File: src/hdl/i2cms_pkg.sv
// ----------------------------------------------------------------------------
// i2cms_pkg
// Shared types, codes and helpers of the I2C/SCCB master status sequencer.
// ----------------------------------------------------------------------------
package i2cms_pkg;

  localparam int unsigned DEFAULT_BUFFER_DEPTH = 32;
  localparam int unsigned CNT_W = 6;

  // Item kinds
  localparam logic KIND_LOAD  = 1'b0;
  localparam logic KIND_EVENT = 1'b1;

  // Configuration register indexes
  localparam logic [1:0] CFG_SCCB_MODE    = 2'd0;
  localparam logic [1:0] CFG_WRITE_LENGTH = 2'd1;
  localparam logic [1:0] CFG_READ_LENGTH  = 2'd2;

  // Bus status codes reported by the serial engine
  localparam logic [7:0] ST_START        = 8'h08;
  localparam logic [7:0] ST_REP_START    = 8'h10;
  localparam logic [7:0] ST_ADDR_W_ACK   = 8'h18;
  localparam logic [7:0] ST_ADDR_W_NACK  = 8'h20;
  localparam logic [7:0] ST_DATA_W_ACK   = 8'h28;
  localparam logic [7:0] ST_DATA_W_NACK  = 8'h30;
  localparam logic [7:0] ST_ARB_LOST     = 8'h38;
  localparam logic [7:0] ST_ADDR_R_ACK   = 8'h40;
  localparam logic [7:0] ST_ADDR_R_NACK  = 8'h48;
  localparam logic [7:0] ST_DATA_R_ACK   = 8'h50;
  localparam logic [7:0] ST_DATA_R_NACK  = 8'h58;

  // Start and acknowledge actions
  localparam logic [1:0] START_NONE   = 2'd0;
  localparam logic [1:0] START_REPEAT = 2'd1;
  localparam logic [1:0] START_CLEAR  = 2'd2;

  localparam logic [1:0] ACK_KEEP    = 2'd0;
  localparam logic [1:0] ACK_ENABLE  = 2'd1;
  localparam logic [1:0] ACK_DISABLE = 2'd2;

  typedef struct packed {
    logic       send_valid;
    logic [1:0] start_action;
    logic       stop_request;
    logic [1:0] ack_action;
    logic [2:0] transfer_status;
    logic       read_valid;
    logic [7:0] read_byte;
    logic [4:0] read_position;
    logic       unknown_status;
  } result_t;

  // Wrap a 5-bit buffer index into the buffer depth (depth of at least 4)
  function automatic logic [7:0] wrap_index(input logic [4:0] idx,
                                            input int unsigned depth);
    logic [8:0] v;
    v = {4'd0, idx};
    for (int i = 0; i < 8; i++) begin
      if (v >= 9'(depth)) begin
        v = v - 9'(depth);
      end
    end
    return v[7:0];
  endfunction

endpackage

File: src/hdl/i2cms_ram.sv
// ----------------------------------------------------------------------------
// i2cms_ram
// Generic single-write, single-read RAM with registered read data.
// ----------------------------------------------------------------------------
module i2cms_ram #(
  parameter int unsigned WIDTH = 8,
  parameter int unsigned DEPTH = 32
) (
  input  logic                     clk,
  input  logic                     wr_en,
  input  logic [$clog2(DEPTH)-1:0] wr_addr,
  input  logic [WIDTH-1:0]         wr_data,
  input  logic                     rd_en,
  input  logic [$clog2(DEPTH)-1:0] rd_addr,
  output logic [WIDTH-1:0]         rd_data
);

  logic [WIDTH-1:0] mem [DEPTH];

  always_ff @(posedge clk) begin
    if (wr_en) begin
      mem[wr_addr] <= wr_data;
    end
    if (rd_en) begin
      rd_data <= mem[rd_addr];
    end
  end

endmodule

File: src/hdl/i2cms_ctrl.sv
// ----------------------------------------------------------------------------
// i2cms_ctrl
// Status code decode, send/receive counters and transfer phase.
// ----------------------------------------------------------------------------
module i2cms_ctrl
  import i2cms_pkg::*;
#(
  parameter int unsigned BUFFER_DEPTH = DEFAULT_BUFFER_DEPTH
) (
  input  logic                            clk,
  input  logic                            rst,
  input  logic                            advance,
  input  logic                            kind,
  input  logic [4:0]                      load_index,
  input  logic [7:0]                      status_code,
  input  logic [7:0]                      received_byte,
  input  logic                            sccb_mode,
  input  logic [CNT_W-1:0]                write_length,
  input  logic [CNT_W-1:0]                read_length,
  output result_t                         result,
  output logic                            wr_en,
  output logic [$clog2(BUFFER_DEPTH)-1:0] wr_addr,
  output logic [$clog2(BUFFER_DEPTH)-1:0] rd_addr
);

  localparam int unsigned AW = $clog2(BUFFER_DEPTH);
  localparam logic [AW-1:0] LAST_ADDR = AW'(BUFFER_DEPTH - 1);
  localparam logic [AW-1:0] ONE_ADDR  = AW'(1);
  localparam logic [CNT_W-1:0] CNT_SAT = '1;
  localparam logic [CNT_W-1:0] CNT_ONE = CNT_W'(1);

  typedef enum logic [2:0] {
    PH_IDLE, PH_PENDING, PH_DONE, PH_DATA_NACK, PH_ADDR_NACK, PH_ARB_LOST
  } phase_t;

  phase_t           phase, phase_next;
  logic [CNT_W-1:0] send_cnt, send_cnt_next, send_cnt_inc;
  logic [AW-1:0]    send_addr, send_addr_next, send_addr_inc;
  logic [CNT_W-1:0] recv_cnt, recv_cnt_next, recv_cnt_inc;
  logic [AW-1:0]    recv_addr, recv_addr_next, recv_addr_inc;
  logic [7:0]       load_wrapped;
  logic [7:0]       recv_addr_wide;
  logic             do_emit, do_after_data, do_take;

  // Counts saturate at 63; the buffer address follows the count modulo depth
  assign send_cnt_inc  = (send_cnt == CNT_SAT) ? send_cnt : send_cnt + CNT_ONE;
  assign send_addr_inc = (send_cnt == CNT_SAT) ? send_addr :
                         (send_addr == LAST_ADDR) ? '0 : send_addr + ONE_ADDR;
  assign recv_cnt_inc  = (recv_cnt == CNT_SAT) ? recv_cnt : recv_cnt + CNT_ONE;
  assign recv_addr_inc = (recv_cnt == CNT_SAT) ? recv_addr :
                         (recv_addr == LAST_ADDR) ? '0 : recv_addr + ONE_ADDR;

  assign load_wrapped   = wrap_index(load_index, BUFFER_DEPTH);
  assign wr_addr        = load_wrapped[AW-1:0];
  assign wr_en          = advance && (kind == KIND_LOAD);
  assign recv_addr_wide = 8'(recv_addr);

  always_comb begin
    result         = '0;
    phase_next     = phase;
    send_cnt_next  = send_cnt;
    send_addr_next = send_addr;
    recv_cnt_next  = recv_cnt;
    recv_addr_next = recv_addr;
    rd_addr        = send_addr;
    do_emit        = 1'b0;
    do_after_data  = 1'b0;
    do_take        = 1'b0;

    if (kind == KIND_EVENT) begin
      case (status_code)
        ST_START: begin
          // restart both counts, first byte comes from position zero
          rd_addr             = '0;
          result.send_valid   = 1'b1;
          send_cnt_next       = CNT_ONE;
          send_addr_next      = ONE_ADDR;
          recv_cnt_next       = '0;
          recv_addr_next      = '0;
          phase_next          = PH_PENDING;
          result.start_action = START_CLEAR;
        end
        ST_REP_START: begin
          recv_cnt_next       = '0;
          recv_addr_next      = '0;
          do_emit             = 1'b1;
          result.start_action = START_CLEAR;
        end
        ST_ADDR_W_ACK: do_emit = 1'b1;
        ST_ADDR_W_NACK: begin
          if (sccb_mode) begin
            do_emit = 1'b1;
          end else begin
            result.stop_request = 1'b1;
            phase_next          = PH_ADDR_NACK;
          end
        end
        ST_DATA_W_ACK: do_after_data = 1'b1;
        ST_DATA_W_NACK: begin
          if (sccb_mode) begin
            do_after_data = 1'b1;
          end else begin
            result.stop_request = 1'b1;
            phase_next          = PH_DATA_NACK;
          end
        end
        ST_ARB_LOST: phase_next = PH_ARB_LOST;
        ST_ADDR_R_ACK: begin
          result.ack_action = (read_length == CNT_W'(1)) ? ACK_DISABLE : ACK_ENABLE;
        end
        ST_ADDR_R_NACK: begin
          result.stop_request = 1'b1;
          phase_next          = PH_ADDR_NACK;
        end
        ST_DATA_R_ACK: begin
          do_take = 1'b1;
          // last-byte rule on the count after this byte
          result.ack_action = ((7'(recv_cnt_inc) + 7'd1) < 7'(read_length)) ?
                              ACK_ENABLE : ACK_DISABLE;
        end
        ST_DATA_R_NACK: begin
          do_take             = 1'b1;
          phase_next          = PH_DONE;
          result.stop_request = 1'b1;
        end
        default: begin
          result.stop_request   = 1'b1;
          result.unknown_status = 1'b1;
        end
      endcase
    end

    if (do_after_data) begin
      if (send_cnt < write_length) begin
        do_emit = 1'b1;
      end else if (read_length != '0) begin
        result.start_action = START_REPEAT;
      end else begin
        phase_next          = PH_DONE;
        result.stop_request = 1'b1;
      end
    end

    if (do_emit) begin
      result.send_valid = 1'b1;
      send_cnt_next     = send_cnt_inc;
      send_addr_next    = send_addr_inc;
    end

    if (do_take) begin
      result.read_valid    = 1'b1;
      result.read_byte     = received_byte;
      result.read_position = recv_addr_wide[4:0];
      recv_cnt_next        = recv_cnt_inc;
      recv_addr_next       = recv_addr_inc;
    end

    result.transfer_status = phase_next;
  end

  always_ff @(posedge clk) begin
    if (rst) begin
      phase     <= PH_IDLE;
      send_cnt  <= '0;
      send_addr <= '0;
      recv_cnt  <= '0;
      recv_addr <= '0;
    end else if (advance) begin
      phase     <= phase_next;
      send_cnt  <= send_cnt_next;
      send_addr <= send_addr_next;
      recv_cnt  <= recv_cnt_next;
      recv_addr <= recv_addr_next;
    end
  end

  // An unhandled code leaves the transfer phase alone
  assert property (@(posedge clk) disable iff (rst)
    (advance && result.unknown_status) |=> (phase == $past(phase)))
    else $error("phase changed on unknown status code");

  // A start event leaves exactly one byte sent
  assert property (@(posedge clk) disable iff (rst)
    (advance && kind == KIND_EVENT && status_code == ST_START) |=>
      (send_cnt == CNT_ONE && send_addr == ONE_ADDR && recv_cnt == '0))
    else $error("counters wrong after start event");

  // Buffer addresses stay inside the buffer
  assert property (@(posedge clk) disable iff (rst)
    (32'(send_addr) < BUFFER_DEPTH) && (32'(recv_addr) < BUFFER_DEPTH))
    else $error("buffer address out of range");

endmodule

File: src/hdl/i2c_master_status_sequencer.sv
// ----------------------------------------------------------------------------
// i2c_master_status_sequencer
// Master-side I2C/SCCB transfer sequencer, one bus event or buffer load per item.
// ----------------------------------------------------------------------------
// The input register holds each accepted item, then decode and the buffer read
//   load the result register.
// Throughput: one item per cycle while the result register is not stalled; the
//   buffer RAM's registered read port sets the second stage.
// Reset clears the pipeline, counters and phase, turns SCCB mode on and zeroes
//   both lengths; the outgoing buffer is not cleared.
module i2c_master_status_sequencer
  import i2cms_pkg::*;
#(
  parameter int unsigned BUFFER_DEPTH = DEFAULT_BUFFER_DEPTH
) (
  input  logic       clk,
  input  logic       rst,
  input  logic       cfg_valid,
  output logic       cfg_ready,
  input  logic [1:0] cfg_index,
  input  logic [5:0] cfg_data,
  input  logic       in_valid,
  output logic       in_stall,
  input  logic       kind,
  input  logic [4:0] load_index,
  input  logic [7:0] load_byte,
  input  logic [7:0] status_code,
  input  logic [7:0] received_byte,
  output logic       out_valid,
  input  logic       out_stall,
  output logic       send_valid,
  output logic [7:0] send_byte,
  output logic [1:0] start_action,
  output logic       stop_request,
  output logic [1:0] ack_action,
  output logic [2:0] transfer_status,
  output logic       read_valid,
  output logic [7:0] read_byte,
  output logic [4:0] read_position,
  output logic       unknown_status
);

  localparam int unsigned AW = $clog2(BUFFER_DEPTH);

  logic             sccb_mode;
  logic [CNT_W-1:0] write_length, read_length;

  logic       s1_valid;
  logic       s1_kind;
  logic [4:0] s1_load_index;
  logic [7:0] s1_load_byte, s1_status_code, s1_received_byte;

  logic          advance, in_accept;
  result_t       res_next, res;
  logic          wr_en;
  logic [AW-1:0] wr_addr, rd_addr;
  logic [7:0]    rd_data;

  // Configuration registers
  assign cfg_ready = 1'b1;

  always_ff @(posedge clk) begin
    if (rst) begin
      sccb_mode    <= 1'b1;
      write_length <= '0;
      read_length  <= '0;
    end else if (cfg_valid && cfg_ready) begin
      case (cfg_index)
        CFG_SCCB_MODE:    sccb_mode    <= cfg_data[0];
        CFG_WRITE_LENGTH: write_length <= cfg_data;
        CFG_READ_LENGTH:  read_length  <= cfg_data;
        default: ;
      endcase
    end
  end

  // Stage 1 moves on when the result register is free or being emptied
  assign advance   = s1_valid && (!out_valid || !out_stall);
  assign in_stall  = s1_valid && !advance;
  assign in_accept = in_valid && !in_stall;

  always_ff @(posedge clk) begin
    if (rst) begin
      s1_valid <= 1'b0;
    end else if (in_accept) begin
      s1_valid <= 1'b1;
    end else if (advance) begin
      s1_valid <= 1'b0;
    end
  end

  always_ff @(posedge clk) begin
    if (in_accept) begin
      s1_kind          <= kind;
      s1_load_index    <= load_index;
      s1_load_byte     <= load_byte;
      s1_status_code   <= status_code;
      s1_received_byte <= received_byte;
    end
  end

  i2cms_ctrl #(
    .BUFFER_DEPTH(BUFFER_DEPTH)
  ) u_ctrl (
    .clk          (clk),
    .rst          (rst),
    .advance      (advance),
    .kind         (s1_kind),
    .load_index   (s1_load_index),
    .status_code  (s1_status_code),
    .received_byte(s1_received_byte),
    .sccb_mode    (sccb_mode),
    .write_length (write_length),
    .read_length  (read_length),
    .result       (res_next),
    .wr_en        (wr_en),
    .wr_addr      (wr_addr),
    .rd_addr      (rd_addr)
  );

  i2cms_ram #(
    .WIDTH(8),
    .DEPTH(BUFFER_DEPTH)
  ) u_buffer (
    .clk    (clk),
    .wr_en  (wr_en),
    .wr_addr(wr_addr),
    .wr_data(s1_load_byte),
    .rd_en  (advance),
    .rd_addr(rd_addr),
    .rd_data(rd_data)
  );

  // Result register
  always_ff @(posedge clk) begin
    if (rst) begin
      out_valid <= 1'b0;
    end else if (advance) begin
      out_valid <= 1'b1;
    end else if (out_valid && !out_stall) begin
      out_valid <= 1'b0;
    end
  end

  always_ff @(posedge clk) begin
    if (advance) begin
      res <= res_next;
    end
  end

  assign send_valid      = res.send_valid;
  assign send_byte       = res.send_valid ? rd_data : 8'd0;
  assign start_action    = res.start_action;
  assign stop_request    = res.stop_request;
  assign ack_action      = res.ack_action;
  assign transfer_status = res.transfer_status;
  assign read_valid      = res.read_valid;
  assign read_byte       = res.read_byte;
  assign read_position   = res.read_position;
  assign unknown_status  = res.unknown_status;

  // Every item leaving stage 1 shows up as a result
  assert property (@(posedge clk) disable iff (rst)
    advance |=> out_valid)
    else $error("item lost between stages");

  // An empty input stage never holds off the source
  assert property (@(posedge clk) disable iff (rst)
    !s1_valid |-> !in_stall)
    else $error("stall raised with empty input stage");

  // Hold a stalled result item unchanged
  assert property (@(posedge clk) disable iff (rst)
    (out_valid && out_stall) |=> (out_valid && $stable(res) && $stable(rd_data)))
    else $error("stalled result item changed");

endmodule

File: config.mk
export PLATFORM = sky130hd
export DESIGN_NAME = i2c_master_status_sequencer
export DESIGN_NICKNAME = d
export VERILOG_FILES = /design/src/hdl/i2cms_pkg.sv /design/src/hdl/i2cms_ram.sv /design/src/hdl/i2cms_ctrl.sv /design/src/hdl/i2c_master_status_sequencer.sv
export SDC_FILE = /design/constraint.sdc
export NUM_CORES = 1
export LEC_CHECK = 0
export BUFFER_PORTS_ARGS = -buffer_cell sky130_fd_sc_hd__buf_2
export CAP_MARGIN = 10
export CORE_MARGIN = 2
export CORE_UTILIZATION = 40
export CTS_CLUSTER_SIZE = 25
export DETAILED_ROUTE_END_ITERATION = 8
export SLEW_MARGIN = 25
export SYNTH_ARGS = -nofsm -noshare
export SYNTH_HDL_FRONTEND = slang
export SYNTH_SLANG_ARGS = --single-unit
File: constraint.sdc
create_clock -name clk -period 3.64 [get_ports clk]
set_input_delay 0.728 -clock clk [delete_from_list [all_inputs] [get_ports clk]]
set_output_delay 0.728 -clock clk [all_outputs]
set_load 0.01 [all_outputs]
==> impl_metrics.ini <==
[logic_synthesis]
yosys.area.top_type = edfxtp_1
synth_flop_cell = edfxtp_1
yosysUniqueCellTypes = 77
async_reset_ff_share_pct = 0
synth_edf_count = 318
syn_avg_cell_area_um2 = 13.7
syn-instance-count = 1117
yosysTopAreaCellShare_pct = 62.4
synth_seq_area_share_pct = 67.6
synth_nets = 1176
ys_ff_latch = 358
synthTopCellsByArea = edfxtp_1 (62%), dfxtp_1 (5.2%), mux2i_1 (3.9%)
synth_warnings = 0
synth_area_um2 = 15300

[timing]
fin_crit_ns = 3.19
max-slew-margin-rel_pct = 33.2
slew_violations = 0
finalSetupViolations = 0
finalCritPeriodShare_pct = 87.7
finalHoldViolCount = 0
tns_ns = 0
fin_skew_ns = 0.0280
rsz0062_at_grt = no
tightest_slew_ns = 1.00
max_freq_ghz = 0.313

[worst_hold_path]
holdPathStages = 1
hp-class = primary input to flop
hold_end = s1_load_index[4]$_DFFE_PP_
hp-start = load_index[4]

[run_status]
status = finished clean

[floorplanning]
start_util_pct = 40.6
dieArea_um2 = 39900
core_um2 = 37700
io_pins = 78
num_rows = 71
chipHeight_um = 200
die_width_um = 200

[clocking]
postCtsSetupBuffers = 0
cts_made_buffers = 39
clock_latency_ns = 0.55
ctsHoldBuffers = 0
cts_sinks = 358
htree_num_levels = 2
clk_transition_reported_paths_ns = 0.06
cts_tree = built
cts_root_buffer = clkbuf_16
post_cts_resize_count = 0
clk_path_buf_depth = 3

[routing]
firstDrtPassIters = 5
post-route-drc-count = 0
drtIter0Drc = 910
ant_nets = 0
drt-total-wl_um = 36300
viasPerCell = 5.42
wire_per_inst_um = 20.7
vias = 9527

[finish]
drive_gt1_share_pct = 17.4
antennaDiodeCount = 0
finalNetCount = 1276
layout_commonest_cell = edfxtp_1
layout_common_cells = edfxtp_1 (318), nor2_1 (129), buf_2 (76)
nFillCells = 3370
area_delta_synth_final_pct = 15.8

[worst_setup_path]
reg2reg_to = ack_action[1]$_SDFFCE_PN0P_
cp_slowest_cell = dfxtp_1
r2r_setup_slack_ns = 0.45
crit_path_end_kind = flop
reg2regPathDepth = 11
critPathKind = flop to flop
slowest_delay_ns = 0.52
r2r_start = u_ctrl.recv_cnt[0]$_SDFFE_PP0P_
arrival_ns = 3.49
crit_top_cell = ha_1
worstPathCellList = ha_1, and4_1, nand2_1, mux2_2, a22oi_1, xnor2_1, ha_1, a21oi_1, o21ai_0, a41o_1, and3b_1
path_max_fanout = 11
worstSetupStartpointType = flop
critPathRequiredTime_ns = 3.93

[placement]
hpwl_um = 24100
port_buffers = 76
globalplace.congestion = 0.855

[grt]
grt_first_pass_wirelength_um = 55200
antenna_found_initial = 0
grt_pass1_vias = 9319
grt_usage_pct = 18.5
grt_max_degree = 45
overflow = 0

[power_and_ir_drop]
vdd_drop_max_mv = 0.394
p_leak_nw = 5.95
power_mw = 8.84
powerDensity_nw_per_um2 = 498

[run]
maxCapViolCount = 0
## layer usage
layer / up-vias / track usage (%) / wire length (µm)
met5: - / 0 / 0
met4: 0 / 5.73 / 1010
met3: 77 / 3.43 / 2210
met2: 283 / 30.7 / 17500
met1: 4669 / 24.6 / 15600
li1: 4498 / - / -
## cells in the mapped netlist, types with 8 or more instances
library cell and count:
mux4_2 20, a32oi_1 8, clkbuf_1 36, a2111oi_0 8, nand4b_1 8, ha_1 16
mux2i_1 59, dfxtp_1 40, nand2b_1 21, nor2_1 129, a21oi_1 69, inv_1 41
and2_1 23, o211ai_1 14, nor3_1 16, nand3_1 19, nor2b_1 10, edfxtp_1 318
buf_2 13, a31oi_1 19, nand2_1 31, and3_1 11, a22oi_1 9, o2111ai_1 9
nand3b_1 8, or3_1 8, o21ai_0 41
## worst max-delay path by stage
stage / start / end / slack, ns / cells past startpoint
2_1_floorplan: out_stall / u_ctrl.send_cnt[3]$_SDFFE_PP0P_ / 0.67 / 8
3_3_place_gp: u_ctrl.recv_cnt[0]$_SDFFE_PP0P_ / ack_action[1]$_SDFFCE_PN0P_ / 0.52 / 11
3_5_place_dp: u_ctrl.recv_cnt[0]$_SDFFE_PP0P_ / ack_action[1]$_SDFFCE_PN0P_ / 0.51 / 11
4_1_cts: u_ctrl.recv_cnt[0]$_SDFFE_PP0P_ / ack_action[1]$_SDFFCE_PN0P_ / 0.46 / 11
5_1_grt: u_ctrl.recv_cnt[0]$_SDFFE_PP0P_ / ack_action[1]$_SDFFCE_PN0P_ / 0.25 / 11
6_report: u_ctrl.recv_cnt[0]$_SDFFE_PP0P_ / ack_action[1]$_SDFFCE_PN0P_ / 0.45 / 11
## through the flow
step	cells	hold WS (ns)	instance area (µm²)	util [%]	worst slack (ns)
after CTS	1757	0.333	17700	47.0	0.456
final	1758	0.353	17700	47.1	0.449
after floorplan	1117	0.445	15300	-	0.671
after global routing	1758	0.340	17700	47.1	0.246
after detailed placement	1686	0.485	16400	43.6	0.509
after global placement	1685	0.466	16400	43.5	0.517
## critical path, delay by kind of cell (launching register included)
kind                       cells  cell delay (ns)
AOI/OAI and AO/OA              4             0.68
xor gates and xnor gates       1             0.15
adders and majority gates      2             0.66
DFF                            1             0.52
muxes                          1             0.32
and+or+nand+nor                3             0.64
## registers in the layout, summed over array words and instances, names as in the netlist, 2 cells and up
name              cells
u_buffer.mem        256
read_byte             8
s1_load_byte          8
s1_received_byte      8
s1_status_code        8
u_buffer.rd_data      8
read_length           6
u_ctrl.recv_cnt       6
u_ctrl.send_cnt       6
write_length          6
read_position         5
s1_load_index         5
u_ctrl.recv_addr      5
u_ctrl.send_addr      5
transfer_status       3
u_ctrl.phase          3
ack_action            2
start_action          2
## area by class of cell
| class | instances | area (µm²) | area share (%) |
|---|---|---|---|
| clock buffers | 49 | 1040 | 5.89 |
| clock inverters | 22 | 264 | 1.49 |
| inverters | 43 | 161 | 0.910 |
| multi-input cells | 655 | 4530 | 25.5 |
| flip-flops and latches | 358 | 10400 | 58.4 |
| well taps | 511 | 639 | 3.61 |
| repair buffers | 120 | 738 | 4.16 |
## kinds of logic after synthesis
logic type,count (synthesis),synth area share (%)
other,1,0.0245
xor gates and xnor gates,7,0.400
AOI/OAI and AO/OA,232,10.0
muxes,81,6.95
DFF,358,67.6
buffers and inverters,104,2.86
and+or+nand+nor,318,10.8
adders and majority gates,16,1.31
## where the power goes
part / internal, mW / leakage (nW) / switching [mW]
combinational: 0.0787 / 2.10 / 0.164
clock: 2.41 / 0.634 / 1.63
sequential: 4.52 / 3.21 / 0.0364
Power figures use the tool's default switching activity.
